$ cat config.mk
export PLATFORM = sky130hd
export DESIGN_NAME = tcrw_controller
export DESIGN_NICKNAME = d
export VERILOG_FILES = /design/src/tcrw_pkg.sv /design/src/tcrw_controller.sv
export SDC_FILE = /design/constraint.sdc
export NUM_CORES = 1
export LEC_CHECK = 0
export ABC_AREA = 1
export BUFFER_PORTS_ARGS = -buffer_cell sky130_fd_sc_hd__buf_2
export CORE_AREA = 5 5 42 44
export DETAILED_ROUTE_END_ITERATION = 8
export DIE_AREA = 0 0 47 49
export PLACE_DENSITY = 0.88
export SYNTH_ARGS = -nofsm -noshare
export SYNTH_HDL_FRONTEND = slang
export SYNTH_SLANG_ARGS = --single-unit
$ cat constraint.sdc
create_clock -name clock -period 2.1 [get_ports clock]
set_input_delay 0.105 -clock clock [delete_from_list [all_inputs] [get_ports clock]]
set_output_delay 0.105 -clock clock [all_outputs]
set_load 0.005 [all_outputs]
$ cat src/tcrw_pkg.sv
// Shared types and constants for the text console region writer.
// Used by the controller, the datapath and the top level; depends on nothing.
`default_nettype none
package tcrw_pkg;
   localparam int STORE_DEPTH = 8192;
   localparam int ADDR_W      = $clog2(STORE_DEPTH);
   localparam int MAX_COLS    = 128;
   localparam int COL_LIMIT   = (MAX_COLS < 128) ? MAX_COLS : 128;
   localparam int ROW_LIMIT   = 128;
   localparam logic [7:0] BLANK_CHAR = 8'h20;

   typedef enum logic [2:0] {
      REQ_PUT    = 3'd0,
      REQ_SET    = 3'd1,
      REQ_SCROLL = 3'd2,
      REQ_FILL   = 3'd3,
      REQ_READ   = 3'd4
   } req_code_type;

   typedef enum logic [2:0] {
      CSR_REGION_X      = 3'd0,
      CSR_REGION_Y      = 3'd1,
      CSR_REGION_WIDTH  = 3'd2,
      CSR_REGION_HEIGHT = 3'd3,
      CSR_LINE_PITCH    = 3'd4,
      CSR_COLOR_ATTR    = 3'd5
   } csr_index_type;

   typedef enum logic [2:0] {
      PH_COPY,
      PH_BLANK_H,
      PH_BLANK_V,
      PH_FILL,
      PH_PUT
   } phase_type;

   typedef enum logic [3:0] {
      ST_IDLE,
      ST_DISPATCH,
      ST_START,
      ST_CALC,
      ST_READ,
      ST_WRITE,
      ST_CURSOR,
      ST_CELL_RD,
      ST_FINISH
   } state_type;

   typedef struct packed {
      logic      load_req;
      logic      load_scroll;
      logic      cursor_update;
      logic      clear_walk;
      logic      advance_walk;
      logic      calc_cell;
      logic      mem_rd_src;
      logic      mem_rd_cell;
      logic      mem_we;
      logic      load_rsp;
      phase_type phase;
   } ctl_cmd_type;

   typedef struct packed {
      logic [2:0] req_code;
      logic       walk_empty;
      logic       walk_last;
      logic       need_scroll;
      logic       rsp_free;
   } ctl_stat_type;
endpackage
`default_nettype wire

$ cat src/tcrw_controller.sv
// Sequencer for the text console region writer: steps each request through its phases.
// Depends on tcrw_pkg; drives the datapath only through command and status structs.
`default_nettype none
module tcrw_controller
   import tcrw_pkg::*;
(
   input  wire logic         clock,
   input  wire logic         reset,
   input  wire logic         req_valid,
   output logic              req_stall,
   input  wire ctl_stat_type stat,
   output ctl_cmd_type       cmd
);
   state_type state_ff, state_in;
   phase_type phase_ff, phase_in;

   function automatic phase_type next_phase(input phase_type p);
      phase_type n;
      begin
         unique case (p)
            PH_COPY:    n = PH_BLANK_H;
            PH_BLANK_H: n = PH_BLANK_V;
            default:    n = PH_FILL;
         endcase
         return n;
      end
   endfunction

   // The last phase of a scroll or a fill finishes the request.
   function automatic logic phase_is_final(input phase_type p);
      return (p == PH_BLANK_V) || (p == PH_FILL);
   endfunction

   always_ff @(posedge clock) begin
      if (reset) begin
         state_ff <= ST_IDLE;
         phase_ff <= PH_PUT;
      end else begin
         state_ff <= state_in;
         phase_ff <= phase_in;
      end
   end

   always_comb begin
      state_in = state_ff;
      phase_in = phase_ff;
      unique case (state_ff)
         ST_IDLE: begin
            if (req_valid) state_in = ST_DISPATCH;
         end
         ST_DISPATCH: begin
            unique case (req_code_type'(stat.req_code))
               REQ_PUT: begin
                  phase_in = PH_PUT;
                  state_in = ST_CALC;
               end
               REQ_SET: state_in = ST_CURSOR;
               REQ_SCROLL: begin
                  phase_in = PH_COPY;
                  state_in = ST_START;
               end
               REQ_FILL: begin
                  phase_in = PH_FILL;
                  state_in = ST_START;
               end
               REQ_READ: state_in = ST_CELL_RD;
               default:  state_in = ST_FINISH;
            endcase
         end
         ST_START: begin
            if (stat.walk_empty) begin
               if (phase_is_final(phase_ff)) state_in = ST_FINISH;
               else phase_in = next_phase(phase_ff);
            end else begin
               state_in = ST_CALC;
            end
         end
         ST_CALC: begin
            state_in = (phase_ff == PH_COPY) ? ST_READ : ST_WRITE;
         end
         ST_READ: state_in = ST_WRITE;
         ST_WRITE: begin
            if (phase_ff == PH_PUT) begin
               state_in = ST_CURSOR;
            end else if (stat.walk_last) begin
               if (phase_is_final(phase_ff)) begin
                  state_in = ST_FINISH;
               end else begin
                  phase_in = next_phase(phase_ff);
                  state_in = ST_START;
               end
            end else begin
               state_in = ST_CALC;
            end
         end
         ST_CURSOR: begin
            if (stat.need_scroll) begin
               phase_in = PH_COPY;
               state_in = ST_START;
            end else begin
               state_in = ST_FINISH;
            end
         end
         ST_CELL_RD: state_in = ST_FINISH;
         ST_FINISH: begin
            if (stat.rsp_free) state_in = ST_IDLE;
         end
         default: state_in = ST_IDLE;
      endcase
   end

   always_comb begin
      cmd = '0;
      cmd.phase = phase_ff;
      req_stall = (state_ff != ST_IDLE);
      unique case (state_ff)
         ST_IDLE:     cmd.load_req = req_valid;
         ST_DISPATCH: cmd.load_scroll = (stat.req_code == REQ_SCROLL);
         ST_START:    cmd.clear_walk = 1'b1;
         ST_CALC:     cmd.calc_cell = 1'b1;
         ST_READ:     cmd.mem_rd_src = 1'b1;
         ST_WRITE: begin
            cmd.mem_we       = 1'b1;
            cmd.advance_walk = (phase_ff != PH_PUT) && !stat.walk_last;
         end
         ST_CURSOR:   cmd.cursor_update = 1'b1;
         ST_CELL_RD:  cmd.mem_rd_cell = 1'b1;
         ST_FINISH:   cmd.load_rsp = stat.rsp_free;
         default:     cmd.load_req = 1'b0;
      endcase
   end
endmodule
`default_nettype wire

* Word-level counts from Yosys, hierarchy flattened
Index checks and enable logic that the tools add are counted.
Word-level totals: output and inout port bits 14, word-level logic and storage cells 67, bits in registers 7
Cells by class: mux-type cells 29, equality and inequality tests 25, reduce and logical (&&, ||, !) cells 11
Operator list (count):
- one-hot mux 4 bit (9 select lines) | 1
- two-way mux 4 bit | 8
- == test 4 x 3 -> 1 bit (second input constant) | 4
- one-hot mux 4 bit (4 select lines) | 1
- two-way mux 3 bit | 5
- == test 3 x 2 -> 1 bit (second input constant) | 4
- != test 2 bit (second input constant) | 6
- one-hot mux 3 bit (4 select lines) | 1
- two-way mux 1 bit | 11
- one-hot mux 3 bit (3 select lines) | 1
- == test 4 x 2 -> 1 bit (second input constant) | 2
- nonzero test 4 bit | 2
- == test 3 x 1 -> 1 bit (second input constant) | 2
- == test 3 bit (second input constant) | 2
- zero test 3 bit | 2
- != test 3 bit (second input constant) | 2
- AND reduction 6 bit | 1
- == test 4 x 1 -> 1 bit (second input constant) | 1
- == test 4 bit (second input constant) | 1
- zero test 4 bit | 1
- != test 4 x 2 -> 1 bit (second input constant) | 1
- one-hot mux 2 bit (2 select lines) | 1
- AND reduction 3 bit | 1
- OR reduction 2 bit | 1
- other kinds (3) | 3

* Longest topological paths before layout
Gate-level depths: netlist (run 1).
depth after elaboration 6, depth in mapped cells 10, mapped depth without buffers 10

* Worst setup path after synthesis (run 1)
Ideal clock, no wire load.
path kind register to register, start register state_ff[3], end register phase_ff[0], setup slack 0.855 ns, data arrival time 1.133 ns, data required time 1.987 ns, clock period less this slack 1.245 ns, stages on the path, launching flop included 9, cell sequence dfxtp_1 -> nor2_1 -> nand2_2 -> nand2_2 -> nand2_2 -> nand2_4 -> nand3_4 -> nor2_1 -> nor2_1
On the way: cells in the longest elaborated chain, start to end 3
RTL lines:
- start: declaration | line tcrw_controller.sv:14 | state_type state_ff, state_in;
- start signal: assignment | line tcrw_controller.sv:39 | state_ff <= state_in;
- == test 4 x 1 -> 1 bit (tied with other cells) | line tcrw_controller.sv:47 | unique case (state_ff)
- != test 4 x 2 -> 1 bit (no line) (tied with other cells)
- AND reduction 6 bit (no line)
- end signal: assignment | line tcrw_controller.sv:40 | phase_ff <= phase_in;
- end: declaration | line tcrw_controller.sv:15 | phase_type phase_ff, phase_in;
Parallel ways exist; a longest one is shown, timed or not. A chain may end at the register's enable or synchronous reset.

==> results of run 1 <==
-- area by class of cell --
type,count,area [sq um],share of cell area
well taps,16,20.02,0.02454
clock buffers,4,26.28,0.03221
repair buffers,23,115.1,0.1411
multi-input cells,92,442.9,0.5429
flip-flops and latches,7,140.1,0.1718
inverters,19,71.32,0.08742
-- sequential cells by signal, indices dropped and copies added, names as in the netlist --
register and count:
phase_ff 3, state_ff 4
-- routing by layer --
| metal | vias up | share of wire |
|---|---|---|
| met2 | 30 | 0.51 |
| li1 | 427 | - |
| met1 | 355 | 0.41 |
| met4 | 0 | 0.0067 |
| met3 | 2 | 0.064 |
| met5 | - | 0 |
-- metrics by stage --
stage	utilization	hold WS, ps	cells	instance area, sq um	total power, uW
floorplan	-	174.1	118	654.4	718.4
global placement	0.5634	337.0	157	789.5	883.3
detailed placement	0.5634	345.3	157	789.5	899.5
CTS	0.5821	75.82	161	815.8	1033
global route	0.5821	74.41	161	815.8	1137
finish	0.5821	77.95	161	815.8	1033
-- power groups by stage --
stage / sequential [uW] / combinational [uW] / clock, uW
CTS: 258 / 649 / 126
detailed placement: 260 / 639 / 0
finish: 260 / 651 / 122
global route: 269 / 729 / 139
floorplan: 250 / 469 / 0
global placement: 255 / 629 / 0
-- logic make-up (layout without fill, tap and decap cells) --
logic type | after synthesis | count (layout) | synth area share
buf+inv | 19 | 46 | 0.1090
compound gates | 12 | 12 | 0.09944
flops | 7 | 7 | 0.2141
simple gates | 80 | 80 | 0.5774
-- worst min path at each step --
stage          start                        to  slack [ps]  depth (start not counted)
2_1_floorplan  reset  state_ff[2]$_SDFFE_PP0P_         170                          1
3_3_place_gp   reset  state_ff[3]$_SDFFE_PP0P_         340                          2
3_5_place_dp   reset  state_ff[3]$_SDFFE_PP0P_         350                          2
4_1_cts        reset  state_ff[3]$_SDFFE_PP0P_          80                          2
5_1_grt        reset  state_ff[1]$_SDFFE_PP0P_          70                          2
6_report       reset  state_ff[3]$_SDFFE_PP0P_          80                          2
-- layout by cell type, fill, tap and decap left out, drive strengths merged --
cell     n
o211ai   1
inv     19
a21oi    4
nand3b   1
nor2    26
nor3     6
nand4    2
buf     23
o21ai    6
nand3    9
dfxtp    7
nand2   36
o31ai    1
clkbuf   4
-- Yosys cell counts (all sizes together) --
master	instances	share of area
nand4	2	0.019
o31ai	1	0.011
nor2	26	0.18
nor3	6	0.046
inv	19	0.11
o21ai	6	0.046
nand2	36	0.24
o211ai	1	0.011
a21oi	4	0.031
nand3b	1	0.011
dfxtp	7	0.21
nand3	9	0.088
==> results.cfg, run 1 <==
[worst_setup_path]
path_cells = inv_2 -> nor3_1 -> buf_2
cpMaxStageDelayCell = dfxtp_1
path_max_fanout = 5
crit_end = cmd[7]
crit_cells = 3
worstPathArrival_ps = 1410
rr_worst_depth = 8
reg2reg_from = state_ff[1]$_SDFFE_PP0P_
crit_buf_inv = 2
crit_type = flip-flop to primary output
cp-end-kind = primary output
critical-path-top-delay-family = flip-flops
startpoint = state_ff[0]$_SDFFE_PP0P_
regToRegSetupSlack_ps = 650
required_ps = 2000
rr_endpoint = phase_ff[0]$_SDFFE_PP0P_
crit_path_max_incr_delay_ps = 460
worstSetupStartpointType = flip-flop

[grt]
antenna_found_initial = 0
grt_util_met2 = 0.2738
grt_pass1_wl_mm = 2.849
grt_pass1_vias = 713
grt.overflow.total = 0
top_usage_layer = met2
grt_use_met1 = 0.1894
track_usage = 0.1614
grt_start_max_net_pins = 6
gr-usage-met3 = 0.04428

[cts]
clk_path_buf_depth = 2
path_clk_slew_ps = 50
cts_made_buffers = 3
postCtsHoldBufs = 0
postCtsSetupRepairBufs = 0
clockRootBuffer = clkbuf_4
cts_sinks = 7
post_cts_resized = 0
cts_htree_levels = 1
cts_tree = yes
clock_latency_ps = 250

[yosys]
yosys_warnings = 0
syn_area_per_cell_sq_um = 5.546
postSynthCellCount = 118
ys_seq_area_frac = 0.2141
ys_types = 18
syn_area_sq_um = 654.4
synth_nets = 128
ys_ff_latch = 7

[route]
vias_per_cell = 5.056
routedWlPerCell_um = 11.07
initialDrtViolationCount = 29
vias = 814
drc = 0
detail-route-antenna-nets = 0
drtPass1Iterations = 4
wirelength_mm = 1.783

[die]
core-area_sq_um = 1401
die_width_um = 47
initial_core_util = 0.4670
fp.dieH_um = 49
ios = 24
die-area_sq_um = 2303
placementRows = 14

[place]
gp_congestion = 0.8828
port_buffers = 23
hpwl_mm = 1.468
dp_slack_ps = 674.5

[pwr]
sw_frac_of_total = 0.5190
p_sw_uw = 535.9
clkPwrFrac = 0.118
peakVddDrop_uv = 686.3
power_frac_comb = 0.630
p_leak_uw = 0.0004880
seqPwrFrac = 0.251
power.density_nw_per_um2 = 1266
cell_internal_pwr_uw = 496.7

[cells_and_area]
drive_above_1_share = 0.2690
nets = 156
fillers = 149
area_growth_pct = 24.67
n_antenna_cell = 0

[sta]
tns_ps = 0
fmax_mhz = 660.2
setup_slack_ps = 585.4
maxSlewHeadroom = 0.7198
slew_violations = 0
tightest_slew_ps = 417.1
fin_crit_ps = 1515
report.final.hold_viol_count = 0
rsz0062_at_grt = no
finalSetupViolations = 0
finalCritPeriodShare = 0.7213
fin_worst_skew_ps = 4.996

[flow_run]
maxCapViolCount = 0

[min_path]
hold_path_class = input port to flip-flop

[run_status]
status = completed
Power figures use the tool's default switching activity.
==> inputs of run 2 (changes only) <==
--- a/config.mk
+++ b/config.mk
@@ -7,10 +7,10 @@
 export LEC_CHECK = 0
 export ABC_AREA = 1
 export BUFFER_PORTS_ARGS = -buffer_cell sky130_fd_sc_hd__buf_2
-export CORE_AREA = 5 5 42 44
+export CORE_MARGIN = 5
+export CORE_UTILIZATION = 43
 export DETAILED_ROUTE_END_ITERATION = 8
-export DIE_AREA = 0 0 47 49
-export PLACE_DENSITY = 0.88
+export PLACE_DENSITY = 0.83
 export SYNTH_ARGS = -nofsm -noshare
 export SYNTH_HDL_FRONTEND = slang
 export SYNTH_SLANG_ARGS = --single-unit
==> constraint.sdc (replaced) <==
create_clock -name clock -period 1.3 [get_ports clock]
set_input_delay 0.065 -clock clock [delete_from_list [all_inputs] [get_ports clock]]
set_output_delay 0.065 -clock clock [all_outputs]
set_load 0.005 [all_outputs]
==> run 2 against run 1 <==
  * The run now ends with negative setup slack left
  * Register-to-register slack got worse by 670 ps
  * Utilization increased by 18 points
  * Clock skew down 1.0 ps
  * Global-route usage grew 2.7 points
  * Cell area is 37% higher
  * Clock power grew 54%
  * Total power grew 120%
  * Cell count rose by 12%
  * Via count is 15% higher
  * Critical path type unchanged
  * Largest cell class unchanged
==> results.cfg, run 2 (synthesized netlist as in run 1, its figures left out) <==
[worst_setup_path]
rr_endpoint = phase_ff[1]$_SDFFE_PP0P_
worstSetupStartpointType = flip-flop
path_max_fanout = 5
crit_type = flip-flop to primary output
critical-path-top-delay-family = simple AND/OR/NAND/NOR gates
reg2reg_from = state_ff[2]$_SDFFE_PP0P_
worstPathArrival_ps = 1260
crit_path_max_incr_delay_ps = 350
cp-end-kind = primary output
rr_worst_depth = 8
cpMaxStageDelayCell = dfxtp_4
startpoint = state_ff[2]$_SDFFE_PP0P_
regToRegSetupSlack_ps = -20
crit_buf_inv = 2
required_ps = 1240
path_cells = nor2_4 -> nand2_4 -> buf_6 -> nor3_4 -> buf_2

[route]
detail-route-antenna-nets = 0
drc = 0
wirelength_mm = 2.337
vias_per_cell = 5.177
initialDrtViolationCount = 19
routedWlPerCell_um = 12.91
vias = 937
drtPass1Iterations = 4

[sta]
fmax_mhz = 753.2
finalCritPeriodShare = 1.021
fin_worst_skew_ps = 3.979
fin_crit_ps = 1328
setup_slack_ps = -27.61
tns_ps = -107.1
maxSlewHeadroom = 0.8335
tightest_slew_ps = 248.4
slew_violations = 0
rsz0062_at_grt = yes
report.final.hold_viol_count = 0
finalSetupViolations = 5

[pwr]
total_power_uw = 2275
peakVddDrop_uv = 1463
p_leak_uw = 0.0006193
power.density_nw_per_um2 = 2034

[cells_and_area]
most-common-layout-cells = nand2_1, buf_2, buf_4
area_growth_pct = 70.94
n_antenna_cell = 0
final_common_cell = nand2_1
nets = 176
largest_reg_flops = 4
drive_above_1_share = 0.5333
design_area_sq_um = 1119
largest_registers = state_ff x4, phase_ff x3
regMostFlops = state_ff

[place]
place_area_sq_um = 909.6
hpwl_mm = 1.646
port_buffers = 23
gp_congestion = 0.9021

[cts]
clock_latency_ps = 250
path_clk_slew_ps = 50
cts_tree = yes
cts_htree_levels = 1
clockRootBuffer = clkbuf_4
postCtsHoldBufs = 0
cts_sinks = 7
clk_path_buf_depth = 2
cts_made_buffers = 3

[grt]
antenna_found_initial = 0
track_usage = 0.1889
grt_start_max_net_pins = 6
grt.overflow.total = 0
grt_pass1_vias = 914
grt_pass1_wl_mm = 3.719

[run_status]
status = finished, violations left
failed_checks = negative setup slack

[die]
initial_core_util = 0.4447
die_width_um = 49.01
ios = 24
die-area_sq_um = 2402
fp.dieH_um = 49.01
placementRows = 14
core-area_sq_um = 1471

[min_path]
holdCritStartpoint = reset
hold_path_end = state_ff[2]$_SDFFE_PP0P_
hold_depth = 2
hold_path_class = input port to flip-flop

[flow_run]
maxCapViolCount = 0
==> run 2: changes by cell type in the layout (fill, tap and decap cells not counted), sizes merged <==
cell  previous run  this run
buf             23        43
==> run 2: worst register-to-register path: cells and delay by family, from the launching register on <==
kind,cells,cell delay [ps]
and+or+nand+nor,8,850
DFF,1,350
==> run 2: routing by layer <==
metal	track usage	vias to the layer above	wire (um)
met3	0.07339	6	180
met5	0	-	0
met2	0.3370	37	1239
li1	-	468	-
met4	0.05381	0	47
met1	0.2029	426	868
==> run 2: area by class of cell <==
| cell class | instances | area [sq um] |
|---|---|---|
| Clock buffer | 4 | 26.28 |
| Fill cell | 116 | 352.8 |
| Inverter | 19 | 73.82 |
| Multi-Input combinational cell | 92 | 555.5 |
| Sequential cell | 7 | 152.6 |
| Tap cell | 16 | 20.02 |
| Timing Repair Buffer | 43 | 290.3 |
==> run 2: per-stage QoR <==
| stage | hold WS (ps) | std cells | setup WS [ps] | util |
|---|---|---|---|---|
| after floorplan | 134.1 | 118 | 54.56 | - |
| after global placement | 296.5 | 173 | -116.9 | 0.6182 |
| after detailed placement | 300.8 | 173 | -145.0 | 0.6182 |
| after CTS | 32.31 | 179 | -45.04 | 0.6905 |
| after global routing | 28.03 | 181 | -144.3 | 0.7602 |
| final | 37.99 | 181 | -27.61 | 0.7602 |
==> run 2: worst max path at each step <==
stage,end,slack (ps),cells past startpoint
floorplan,phase_ff[0]$_SDFFE_PP0P_,50,8
global placement,phase_ff[0]$_SDFFE_PP0P_,-120,8
detailed placement,state_ff[3]$_SDFFE_PP0P_,-150,6
CTS,cmd[11],-50,6
global route,state_ff[3]$_SDFFE_PP0P_,-140,7
finish,cmd[11],-30,5
==> run 2: timing repair <==
item                       CTS  global route
buffers inserted             2             2
gates resized for setup     22            29
setup endpoints to repair   15            15
pin swaps                    7             7
==> run 2: report_power, final <==
part,switching [uW],internal (uW),leakage (uW)
Sequential,114,325,0.0000600
Combinational,915,733,0.000544
Clock,71.4,117,0.0000150
Total,1100,1170,0.000619
